`src/rtl/core/vgrw_pkg.sv`:
```
`timescale 1ns / 1ps

package vgrw_pkg;

    // Divider geometry: the numerator is at most 2^39, the divisor at most 2^15.
    localparam int NUM_W = 40;
    localparam int DEN_W = 16;
    localparam int REM_W = 16;
    localparam int LANES = 6;

    localparam logic [31:0] ALL_ONES = 32'hFFFF_FFFF;
    localparam logic [3:0]  CS_MAX   = 4'd8;

    // Internal axis codes.
    localparam logic [1:0] AX_X    = 2'd0;
    localparam logic [1:0] AX_Y    = 2'd1;
    localparam logic [1:0] AX_Z    = 2'd2;
    localparam logic [1:0] AX_NONE = 2'd3;

    // External axis and step codes.
    localparam logic [2:0] XAX_NONE = 3'b111;
    localparam logic [1:0] SG_POS   = 2'b01;
    localparam logic [1:0] SG_NEG   = 2'b11;
    localparam logic [1:0] SG_ZERO  = 2'b00;

    typedef logic [LANES-1:0][NUM_W-1:0] t_num_arr;
    typedef logic [LANES-1:0][DEN_W-1:0] t_den_arr;

    // Per-ray data that rides alongside the divider lanes.
    typedef struct packed {
        logic [31:0]      t0;
        logic [31:0]      t1;
        logic [2:0][15:0] cidx;
        logic [2:0]       neg;
        logic [2:0]       zero;
        logic [1:0]       ax;
        logic             empty;
    } t_side;

    // Fully set-up ray handed to the walker.
    typedef struct packed {
        logic [2:0][15:0] cidx;
        logic [2:0][31:0] nb;
        logic [2:0][31:0] span;
        logic [2:0][1:0]  sdir;
        logic [31:0]      t0;
        logic [31:0]      t1;
        logic [1:0]       ax;
        logic             empty;
    } t_ray;

endpackage

```
`src/rtl/core/vgrw_walk.sv`:
```
`timescale 1ns / 1ps

module vgrw_walk #(
    parameter int MAX_STEPS = 64
) (
    input  logic               i_clk,
    input  logic               i_rst_n,
    input  logic               i_valid,
    input  vgrw_pkg::t_ray     i_ray,
    output logic               o_ready,
    input  logic               i_out_stall,
    output logic               o_out_valid,
    output logic signed [15:0] o_cell_x,
    output logic signed [15:0] o_cell_y,
    output logic signed [15:0] o_cell_z,
    output logic [31:0]        o_t_enter,
    output logic signed [2:0]  o_cross_axis,
    output logic signed [1:0]  o_step_sign,
    output logic               o_last,
    output logic               o_empty_res,
    output logic               o_truncated
);
    import vgrw_pkg::*;

    localparam int SW = $clog2(MAX_STEPS + 1);

    logic             r_busy;
    logic             r_empty;
    logic [2:0][15:0] r_cell;
    logic [2:0][31:0] r_nb;
    logic [2:0][31:0] r_span;
    logic [2:0][1:0]  r_sdir;
    logic [31:0]      r_t;
    logic [31:0]      r_t1;
    logic [1:0]       r_ax;
    logic [SW-1:0]    r_steps;

    logic             r_ov;
    logic [2:0][15:0] r_o_cell;
    logic [31:0]      r_o_t;
    logic [2:0]       r_o_ax;
    logic [1:0]       r_o_sg;
    logic             r_o_last;
    logic             r_o_empty;
    logic             r_o_trunc;

    logic          fire;
    logic          load;
    logic [1:0]    amin;
    logic [31:0]   texit;
    logic          done;
    logic          capped;
    logic [SW-1:0] n_steps;
    logic [32:0]   adv_sum;
    logic [31:0]   n_nb;
    logic [1:0]    sg;

    assign fire    = r_busy && (!r_ov || !i_out_stall);
    assign load    = i_valid && !r_busy;
    assign o_ready = !r_busy;

    // Pick the axis with the earliest boundary, ties to the lower axis.
    always_comb begin
        logic        y_lt_x;
        logic [31:0] m01;
        y_lt_x = r_nb[1] < r_nb[0];
        m01    = y_lt_x ? r_nb[1] : r_nb[0];
        if (r_nb[2] < m01) begin
            amin  = AX_Z;
            texit = r_nb[2];
        end else begin
            amin  = y_lt_x ? AX_Y : AX_X;
            texit = m01;
        end
    end

    assign done    = texit > r_t1 || texit == ALL_ONES;
    assign n_steps = r_steps + SW'(1);
    assign capped  = !done && n_steps >= SW'(MAX_STEPS);
    assign adv_sum = 33'(r_nb[amin]) + 33'(r_span[amin]);
    assign n_nb    = adv_sum[32] ? ALL_ONES : adv_sum[31:0];

    always_comb begin
        case (r_ax)
            AX_X:    sg = r_sdir[0];
            AX_Y:    sg = r_sdir[1];
            AX_Z:    sg = r_sdir[2];
            default: sg = SG_ZERO;
        endcase
    end

    always_ff @(posedge i_clk) begin
        if (!i_rst_n) begin
            r_busy <= 1'b0;
            r_ov   <= 1'b0;
        end else begin
            if (load) begin
                r_busy <= 1'b1;
            end else if (fire && (r_empty || done || capped)) begin
                r_busy <= 1'b0;
            end
            if (fire) begin
                r_ov <= 1'b1;
            end else if (!i_out_stall) begin
                r_ov <= 1'b0;
            end
        end
        if (load) begin
            r_empty <= i_ray.empty;
            r_cell  <= i_ray.cidx;
            r_nb    <= i_ray.nb;
            r_span  <= i_ray.span;
            r_sdir  <= i_ray.sdir;
            r_t     <= i_ray.t0;
            r_t1    <= i_ray.t1;
            r_ax    <= i_ray.ax;
            r_steps <= '0;
        end else if (fire && !r_empty && !done && !capped) begin
            // Advance into the neighbouring cell.
            r_t          <= texit;
            r_cell[amin] <= r_cell[amin] + {{14{r_sdir[amin][1]}}, r_sdir[amin]};
            r_nb[amin]   <= n_nb;
            r_ax         <= amin;
            r_steps      <= n_steps;
        end
        if (fire) begin
            if (r_empty) begin
                r_o_cell  <= '0;
                r_o_t     <= '0;
                r_o_ax    <= XAX_NONE;
                r_o_sg    <= SG_ZERO;
                r_o_last  <= 1'b1;
                r_o_empty <= 1'b1;
                r_o_trunc <= 1'b0;
            end else begin
                r_o_cell  <= r_cell;
                r_o_t     <= r_t;
                r_o_ax    <= (r_ax == AX_NONE) ? XAX_NONE : {1'b0, r_ax};
                r_o_sg    <= sg;
                r_o_last  <= done || capped;
                r_o_empty <= 1'b0;
                r_o_trunc <= capped;
            end
        end
    end

    assign o_out_valid  = r_ov;
    assign o_cell_x     = r_o_cell[0];
    assign o_cell_y     = r_o_cell[1];
    assign o_cell_z     = r_o_cell[2];
    assign o_t_enter    = r_o_t;
    assign o_cross_axis = r_o_ax;
    assign o_step_sign  = r_o_sg;
    assign o_last       = r_o_last;
    assign o_empty_res  = r_o_empty;
    assign o_truncated  = r_o_trunc;

`ifndef ASSERT_OFF
    a_empty_last: assert property (@(posedge i_clk) disable iff (!i_rst_n)
        r_ov && r_o_empty |-> r_o_last)
        else $error("empty result without last");
    a_trunc_last: assert property (@(posedge i_clk) disable iff (!i_rst_n)
        r_ov && r_o_trunc |-> r_o_last && !r_o_empty)
        else $error("truncated result malformed");
    a_step_cap: assert property (@(posedge i_clk) disable iff (!i_rst_n)
        r_busy && !r_empty |-> r_steps < SW'(MAX_STEPS))
        else $error("step count past cap");
    a_last_frees: assert property (@(posedge i_clk) disable iff (!i_rst_n)
        fire && (r_empty || done || capped) |=> !r_busy)
        else $error("walker still busy after last item");
`endif

endmodule

```
`config.mk`:
```
export PLATFORM = sky130hd
export DESIGN_NAME = vgrw_walk
export DESIGN_NICKNAME = d
export VERILOG_FILES = /design/src/rtl/core/vgrw_pkg.sv /design/src/rtl/core/vgrw_walk.sv
export SDC_FILE = /design/constraint.sdc
export NUM_CORES = 1
export LEC_CHECK = 0
export ABC_AREA = 1
export BUFFER_PORTS_ARGS = -buffer_cell sky130_fd_sc_hd__buf_2
export CORE_ASPECT_RATIO = 1.75
export CORE_MARGIN = 2
export CORE_UTILIZATION = 30
export CTS_BUF_LIST = sky130_fd_sc_hd__clkbuf_16
export DETAILED_ROUTE_END_ITERATION = 10
export PLACE_DENSITY_LB_ADDON = 0.25
export REMOVE_ABC_BUFFERS = 1
export SYNTH_ARGS = -nofsm -noshare
export SYNTH_HDL_FRONTEND = slang
export SYNTH_SLANG_ARGS = --single-unit
```
`constraint.sdc`:
```
create_clock -name i_clk -period 12.8 [get_ports i_clk]
set_clock_uncertainty 0.05 [all_clocks]
set_input_delay 1.92 -clock i_clk [delete_from_list [all_inputs] [get_ports i_clk]]
set_output_delay 1.92 -clock i_clk [all_outputs]
set_load 0.02 [all_outputs]
```
==> Word-level counts from Yosys, hierarchy flattened <==
Cells that the tools add are included.
{ "op_classes": {"n_mux": 34, "order_cmp": 6, "mul": 0, "n_shift": 0, "eq_ne": 5, "reduce_logical": 23, "addsub": 3, "n_bitwise": 0, "div": 0} }
{ "ops": {"columns": ["op", "n"], "rows": [
  ["32-bit two-way mux", 8],
  ["96-bit two-way mux", 2],
  ["32-bit binary-select mux with 2-bit select", 2],
  ["96-bit bitwise mux", 1],
  ["48-bit two-way mux", 2],
  ["32-bit demux with 2-bit select", 1],
  ["32-bit < comparator", 2],
  ["48-bit bitwise mux", 1],
  ["32-bit by 32-bit adder with 33-bit output", 1],
  ["16-bit binary-select mux with 2-bit select", 1],
  ["16-bit demux with 2-bit select", 1],
  ["32-bit equality test (second input constant)", 1],
  ["32-bit > comparator", 1],
  ["16-bit two-way mux", 2],
  ["16-bit adder", 1],
  ["1-bit logical AND", 8],
  ["2-bit two-way mux", 4],
  ["7-bit by 1-bit adder with 7-bit output (second input constant)", 1],
  ["7-bit >= comparator (second input constant)", 1],
  ["1-bit logical NOT", 6],
  ["1-bit two-way mux", 6],
  ["2-bit one-hot mux with 3 select lines", 1],
  ["1-bit logical OR", 5],
  ["2-bit binary-select mux with 2-bit select", 1],
  ["other kinds (9)", 11]
]} }
{ "word_totals": {"memories": 0, "mem_bits_rw": 0, "regBits": 410, "latch_bits": 0, "word_cells": 100, "rom_bits": 0} }

==> Longest topological paths before layout <==
Gate-level depths: netlist of run 1.
{ "depth": {"depth_word": 12, "ltp_mapped": 55, "ltp_nobuf": 51} }

==> Worst setup path after synthesis of run 1 <==
Ideal clock, no wire load.
{ "synth_timing": {"kind": "reg-to-reg", "from": "reg r_nb[47] (netlist name)", "to": "reg r_cell[0] (netlist name), enable pin", "arrival_ps": 8490, "stages_incl_launch_ff": 38, "n_path_buf": 5, "slack_ps": 3740, "setup_ps": 520, "path_cell_list": "edfxtp_1 ha_1 nand2_1 inv_1 nand3_1 nor3_1 nand2_1 nand2_1 nand2_2 nand2_2 clkbuf_1 clkbuf_1 nand2_1 o21ai_0 inv_1 ha_1 a21oi_1 nor2_1 [... 2 more ...] a21oi_1 clkbuf_1 clkbuf_1 nand3_1 nand2_1 ha_1 a21oi_1 o21ai_0 nand3_1 nand2_1 nand2_1 a21oi_1 a31oi_1 o2111ai_1 nand2_1 nand4_2 buf_6 o21ai_0"} }
{ "synth_via": {"elab_chain_len": 11, "word_cells_on_any_way": 13} }
{ "synth_lines": {"columns": ["item", "line_no", "rtl"], "rows": [
  ["start, declared", "vgrw_walk.sv:30", "logic [2:0][31:0] r_nb;"],
  ["start signal, assigned", "vgrw_walk.sv:111", "r_nb <= i_ray.nb;"],
  ["start signal, assigned by index", "vgrw_walk.sv:122", "r_nb[amin] <= n_nb;"],
  ["32-bit < comparator", "vgrw_walk.sv:66", "y_lt_x = r_nb[1] < r_nb[0];"],
  ["32-bit two-way mux (*)", "vgrw_walk.sv:67", "m01 = y_lt_x ? r_nb[1] : r_nb[0];"],
  ["32-bit < comparator", "vgrw_walk.sv:68", "if (r_nb[2] < m01) begin"],
  ["32-bit two-way mux (*)", "vgrw_walk.sv:68", null],
  ["32-bit > comparator or 32-bit equality test (tied branches)", "vgrw_walk.sv:77", "assign done = texit > r_t1 || texit == ALL_ONES;"],
  ["1-bit logical OR (*)", "vgrw_walk.sv:77", null],
  ["1-bit logical NOT (*)", "vgrw_walk.sv:79, vgrw_walk.sv:118", null],
  ["1-bit logical AND", "vgrw_walk.sv:79", "assign capped = !done && n_steps >= SW'(MAX_STEPS);"],
  ["1-bit logical NOT", "vgrw_walk.sv:118", "end else if (fire && !r_empty && !done && !capped) begin"],
  ["1-bit logical AND (*)", "vgrw_walk.sv:118", null],
  ["2-bit nonzero test (no source line) (*)", null, null],
  ["end signal, assigned", "vgrw_walk.sv:110", "r_cell <= i_ray.cidx;"],
  ["end signal, assigned by index", "vgrw_walk.sv:121", "r_cell[amin] <= r_cell[amin] + {{14{r_sdir[amin][1]}}, r_sdir[amin]};"],
  ["end, declared", "vgrw_walk.sv:29", "logic [2:0][15:0] r_cell;"]
]} }
Every way passes the cells marked *; elsewhere a longest branch is shown, timed or not.
A chain may end at the register's enable or synchronous reset.

==> Worst setup path in the final report of run 1 <==
{ "layout_timing": {"from": "reg r_nb[53] (netlist name)", "to": "reg r_nb[91] (netlist name), data pin"} }
{ "layout_via": {"elab_chain_len": 11, "word_cells_on_any_way": 19} }
{ "layout_lines": {"columns": ["item", "line_no", "rtl"], "rows": [
  ["32-bit < comparator", "vgrw_walk.sv:66", null],
  ["32-bit two-way mux", "vgrw_walk.sv:67", null],
  ["32-bit < comparator", "vgrw_walk.sv:68", null],
  ["2-bit two-way mux", "vgrw_walk.sv:68", null],
  ["32-bit binary-select mux with 2-bit select (tied with other cells)", "vgrw_walk.sv:80", "assign adv_sum = 33'(r_nb[amin]) + 33'(r_span[amin]);"],
  ["32-bit two-way mux (not written as such) or 1-bit logical AND (tied branches)", "vgrw_walk.sv:80, vgrw_walk.sv:122", null],
  ["32-bit by 32-bit adder with 33-bit output or 32-bit two-way mux (tied branches)", "vgrw_walk.sv:80, vgrw_walk.sv:122", null],
  ["32-bit two-way mux or 32-bit demux with 2-bit select (tied branches)", "vgrw_walk.sv:81, vgrw_walk.sv:122", null],
  ["96-bit bitwise mux (*)", "vgrw_walk.sv:122", null],
  ["96-bit two-way mux (*)", "vgrw_walk.sv:118", null],
  ["96-bit two-way mux (*)", "vgrw_walk.sv:108", "if (load) begin"]
]} }
Every way passes the cells marked *; elsewhere a longest branch is shown, timed or not. The select of a mux whose other input is x is not followed.

==> results of run 1 <==
[metrics by stage]
stage,hold slack (ps),area (sq um),setup WS [ps]
after floorplan,370,21100,1670
after global placement,389,24500,2390
final,400,25900,2090
after global routing,434,25900,1430
after detailed placement,396,24500,2160
after CTS,406,25900,2140
[how the worst max path moves through the flow]
stage | from | end | slack, ps | cells after the start
detailed placement | r_nb[53] | r_nb[91] | 2160 | 36
finish | r_nb[53] | r_nb[91] | 2090 | 36
global placement | r_nb[53] | r_nb[91] | 2390 | 36
global route | r_nb[53] | r_nb[91] | 1430 | 36
CTS | r_nb[53] | r_nb[91] | 2140 | 36
floorplan | r_nb[59] | r_cell[0] | 1670 | 28
[flip-flops by register name (all words and copies together) (netlist names)]
register / cells
o_last: 1
r_sdir: 6
r_t: 32
r_empty: 1
r_t1: 32
o_cell_y: 16
r_steps: 7
r_busy: 1
r_cell: 48
r_span: 96
r_nb: 96
o_cell_x: 16
o_cross_axis: 3
o_cell_z: 16
o_t_enter: 32
o_truncated: 1
r_ax: 2
o_step_sign: 2
o_empty_res: 1
o_out_valid: 1
[placed cells by master (no fill, tap or decap), drive strengths merged, types with 3 or more instances in the layout]
cell | Yosys | layout
a221oi | 5 | 5
diode | 0 | 11
a21boi | 6 | 6
ha | 142 | 142
bufinv | 0 | 4
o21ai | 206 | 206
o22ai | 45 | 45
clkbuf | 68 | 43
a31oi | 37 | 37
buf | 11 | 427
nand2 | 446 | 446
o21bai | 4 | 4
nor4 | 3 | 3
o221ai | 6 | 6
clkinv | 0 | 15
inv | 274 | 285
and3 | 4 | 4
dfxtp | 9 | 9
a211oi | 4 | 4
nor3 | 7 | 7
a21o | 5 | 5
xnor2 | 10 | 10
nand4 | 11 | 11
clkinvlp | 0 | 5
nor2 | 247 | 247
a21oi | 114 | 114
edfxtp | 401 | 401
o211ai | 3 | 3
or2 | 15 | 15
nand3 | 60 | 60
a22o | 9 | 9
xor2 | 18 | 18
[worst max-delay path: cells and delay by family (launching register included)]
family	cells	cell delay (ps)
simple gates	13	4090
compound gates	16	3990
fa+ha+maj	3	970
buf+inv	4	830
flops	1	400
[logic make-up (layout without fill, tap and decap cells)]
family	after synthesis	count (layout)	share of synthesized area, %
simple gates	798	798	15.3
compound gates	449	449	11.8
flops	410	410	56.9
buf+inv	353	779	6.45
fa+ha+maj	144	144	8.45
xor+xnor	28	28	1.14
other cells	0	11	0
[per-layer routing]
metal	GRT usage [%]	wire (um)	vias to the layer above
met5	0	89	-
met4	11.8	4370	14
met3	3.50	4700	207
met2	34.8	37000	716
met1	22.1	27900	8017
li1	-	-	8311
[cell type report]
cell class	count	area share [%]
timing repair buffer	427	8.44
antenna	11	0.106
inverter	274	4.00
multi-input combinational	1419	30.6
clock inverter	35	1.18
sequential	410	47.1
tap	917	4.42
clock buffer	43	4.15
==> qor.txt, run 1 <==
Startpoint Class = flop
RR Startpoint = r_nb[53]
Clock latency on the worst-skew pair = 600 ps
Synthesized cell area = 0.0215 sq mm
Max-slew violations = 0
# rows = 129
Final setup TNS = 0 ps
Root buf cell = clkbuf_16
Total gr overflow = 0
Chip Height = 358 um
Ys flop type = edfxtp_1
DP HPWL = 56600 um
Setup Viol. Count Final = 0
Crit. End Element = flop
Multi-input gate area = 0.00793 sq mm
Ratio of final minimum period to clock period = 83.7%
Post-Layout Cell Count = 3536
Synth async-reset ratio = 0%
Antenna viol nets, final = 0
Util after Layout = 36.6%
Die area = 0.0739 sq mm
Ratio of cells with drive above 1 in the final layout = 21.7%
First DRT Iteration DRCs = 950
Critical Path Fanout Max = 65
Slew headroom = 24.9%
Clk slew on worst S/H paths = 60 ps
Die X = 206 um
Count of cell types in the netlist = 48
Worst hold path cell count = 2
Hold endpoint = r_steps[6]
Cell with the most instances after synthesis = nand2_1
Reg area = 0.0122 sq mm
Cells on worst reg2reg path = 36
Post-synth top cells = nand2_1 (418), edfxtp_1 (401), inv_1 (271)
First-pass GRT wire length = 107000 um
Critical path required time = 13050 ps
GRT Overall Usage = 19.8%
H-tree depth = 2
Port Buffers = 406
Hold Buf Count CTS = 0
Largest net degree at the start of global routing = 95
Ranking of synthesized cells by area = edfxtp_1 (56%), ha_1 (8.3%), nand2_1 (7.3%), inv_1 (4.7%), o21ai_0 (4.5%)
Total CTS buffers = 43
Post-synth top area share = 56.0%
CTS tree = yes
Min-Delay Path Class = reg -> reg
Worst-margin pin slew = 1130 ps
Initial core utilization = 30.3%
Slowest-stage cell, CP = o21ai_0
Routed wire length = 74000 um
Vias = 17300
Pre-Repair DR Iteration Count = 7
Sequential fraction of the synthesis area = 56.9%
Placed Cells = 3447
Hold_sp = r_steps[6]
Number of instances resized during post-cts repair = 0
RSZ-0062 raised after global routing = false
Core area = 0.0709 sq mm
Clk sinks = 410
Synth-to-layout area growth = 20.7%
CTS max path bufs = 3
Drt wl/cell = 20.9 um
Residual DRC = 0
Final Hold Fails = 0
Ys Warns = 0
Post-CTS Setup Bufs = 0
Io pins = 407
Biggest cell delay along the critical path = 730 ps
Vias in the first global route = 17800
Initial antenna violation count = 18
CP most frequent cell = o21ai_0
Reg2reg setup slack = 2090 ps
Post-synth EDFFs = 401
Avg Cell Area, Syn = 9.85 sq um
Synth Register Bits = 410
CP arrival = 10960 ps
Tmin final = 10710 ps
Placer congestion estimate = 0.886
Final net count = 3036
Kind of critical path = reg -> reg
Fillers = 7147
Status = completed
Synthesized instance count = 2182
Vias per cell = 4.88
F_max = 0.0934 GHz
Maxcap violations = 0
Reg2Reg Capture Point = r_nb[91]
Cell taking the most area after synthesis = edfxtp_1
Power of run 1 is left out: the tool's default activity adds up to more than one toggle a clock period on the data nets, which glitch-free logic cannot reach.
==> inputs of run 2 (changes only) <==
clock period = 9 ns   (was 12.8 ns; I/O delays follow)
==> qor.txt, run 2 (same netlist as run 1, synthesis figures left out) <==
Vias = 17100 (-1.2%)
Clock latency on the worst-skew pair = 600 ps (about the same)
Reg area = 0.0122 sq mm (unchanged)
Biggest regs = r_nb x96, r_span x96, r_cell x48
Hold endpoint = r_steps[6]
Die area = 0.0739 sq mm (unchanged)
Setup ws final = 713 ps (-1380 ps)
Critical Path Fanout Max = 33 (-49%)
F_max = 0.121 GHz (+29%)
Max-slew violations = 0 (unchanged)
First DRT Iteration DRCs = 982 (+3.4%)
Reg2Reg Capture Point = r_nb[91]
Ratio of cells with drive above 1 in the final layout = 21.9% (+0.20 points)
Commonest non-fill, non-tap cell in the layout = nand2_1
Post-Layout Cell Count = 3538 (+0.057%)
Placer congestion estimate = 0.881 (-0.56%)
CP most frequent cell = o21ai_0
Tmin final = 8290 ps (-2420 ps)
Biggest cell delay along the critical path = 520 ps (-210 ps)
H-tree depth = 2 (unchanged)
Met3 routed WL = 4870 um (+3.7%)
Startpoint Class = flop
Fin Hold WS = 397 ps (-2.88 ps)
CTS tree = yes
Largest net degree at the start of global routing = 129 (+36%)
Chip Height = 358 um (unchanged)
Maxcap violations = 0 (unchanged)
Critical path required time = 9250 ps (-3800 ps)
Met2 Wirelength = 37900 um (+2.3%)
Die X = 206 um (unchanged)
Setup Viol. Count Final = 0 (unchanged)
Synth-to-layout area growth = 21.4%
Final setup TNS = 0 ps (unchanged)
Io pins = 407 (unchanged)
CP arrival = 8540 ps (-2420 ps)
Reg2reg setup slack = 710 ps (-1380 ps)
Routed wire length = 73400 um (-0.83%)
# rows = 129 (unchanged)
Total CTS buffers = 45 (+4.7%)
Slew headroom = 20.9% (-4.0 points)
Pre-Repair DR Iteration Count = 5 (-2)
Final Hold Fails = 0 (unchanged)
DR top layer = met5
Post-CTS Setup Bufs = 0 (unchanged)
Slowest-stage cell, CP = o221ai_1
CTS max path bufs = 3 (unchanged)
Cells on worst reg2reg path = 37 (+2.8%)
CP Buf/Inv Count = 5 (+1)
RR Startpoint = r_nb[19]
Worst-margin pin slew = 1190 ps (+61.6 ps)
Residual DRC = 0 (unchanged)
DRT met1 WL = 27800 um (-0.27%)
Clk slew on worst S/H paths = 70 ps (about the same)
Post-Place Setup Slack = 69.4 ps (-2090 ps)
Root buf cell = clkbuf_16
Initial antenna violation count = 9 (-9)
GRT Overall Usage = 19.6% (-0.14 points)
Initial core utilization = 30.3% (unchanged)
Worst hold path cell count = 2 (unchanged)
Vias in the first global route = 18100 (+1.7%)
RSZ-0062 raised after global routing = false
Hold_sp = r_steps[6]
Crit. End Element = flop
Drt wl/cell = 20.7 um (-0.89%)
Min-Delay Path Class = reg -> reg
Ratio of final minimum period to clock period = 92.1% (+8.4 points)
Placed Cells = 3455 (+0.23%)
Final net count = 3046 (+0.33%)
Vias per cell = 4.82 (-1.3%)
Top delay family on crit path = compound AO/OA/AOI/OAI gates
Clk sinks = 410 (unchanged)
Status = completed
Total gr overflow = 0 (unchanged)
Most frequent cells in the layout = nand2_1 (417), buf_2 (406), edfxtp_1 (401), inv_1 (270), nor2_1 (244)
Core area = 0.0709 sq mm (unchanged)
DP HPWL = 55700 um (-1.7%)
Port Buffers = 406 (unchanged)
Antenna viol nets, final = 0 (unchanged)
Fillers = 7216 (+0.97%)
Kind of critical path = reg -> reg
First-pass GRT wire length = 106000 um (-0.30%)
Multi-input gate area = 0.00796 sq mm (+0.38%)
run 2: cell types whose count changed in the layout (fill, tap and decap cells not counted), moves of 3 or more:
cell,previous run,this run
inv_6,6,3
buf_12,0,3
clkbuf_16,43,47
clkinv_1,7,13
buf_4,21,24
diode_2,11,5
run 2: per-stage QoR:
stage | util [%] | instance area [sq um]
floorplan | - | 21100
global placement | 34.8 | 24600
detailed placement | 34.8 | 24600
CTS | 36.7 | 26000
global route | 36.8 | 26100
finish | 36.8 | 26100
run 2: per-layer routing:
layer	global-route usage, %	vias up
li1	-	8309
met1	21.7	7995
met2	36.3	601
met3	3.87	141
met4	8.00	10
met5	0	-
run 2: what timing repair did:
| action | in CTS | in global routing |
|---|---|---|
| gates resized for setup | 0 | 10 |
| hold buffers | 0 | 0 |
| endpoints found under the setup margin | 0 | 67 |
run 2: final cells by class:
cell class,count,area share [%]
inverter,274,3.99
timing repair buffer,435,8.80
sequential,410,46.8
clock inverter,31,0.892
antenna,5,0.0480
tap,917,4.40
multi-input combinational,1419,30.5
clock buffer,47,4.51
run 2: worst register-to-register path, delay by kind of cell (launching register included):
family	cells	cell delay (ps)
AO/OA/AOI/OAI	17	3860
adder cells (fa/ha/maj)	3	900
buffers and inverters	5	660
flip-flops	1	390
AND/OR/NAND/NOR	12	2110
run 2: how the worst max path moves through the flow:
stage,to,from,cells after the start
after floorplan,r_cell[0],r_nb[59],28
after global placement,r_nb[28],r_nb[55],39
after detailed placement,r_nb[28],r_nb[31],38
after CTS,r_nb[28],r_nb[31],38
after global routing,r_nb[30],r_nb[55],45
final,r_nb[91],r_nb[19],37
Power of run 2 is left out for the same reason.
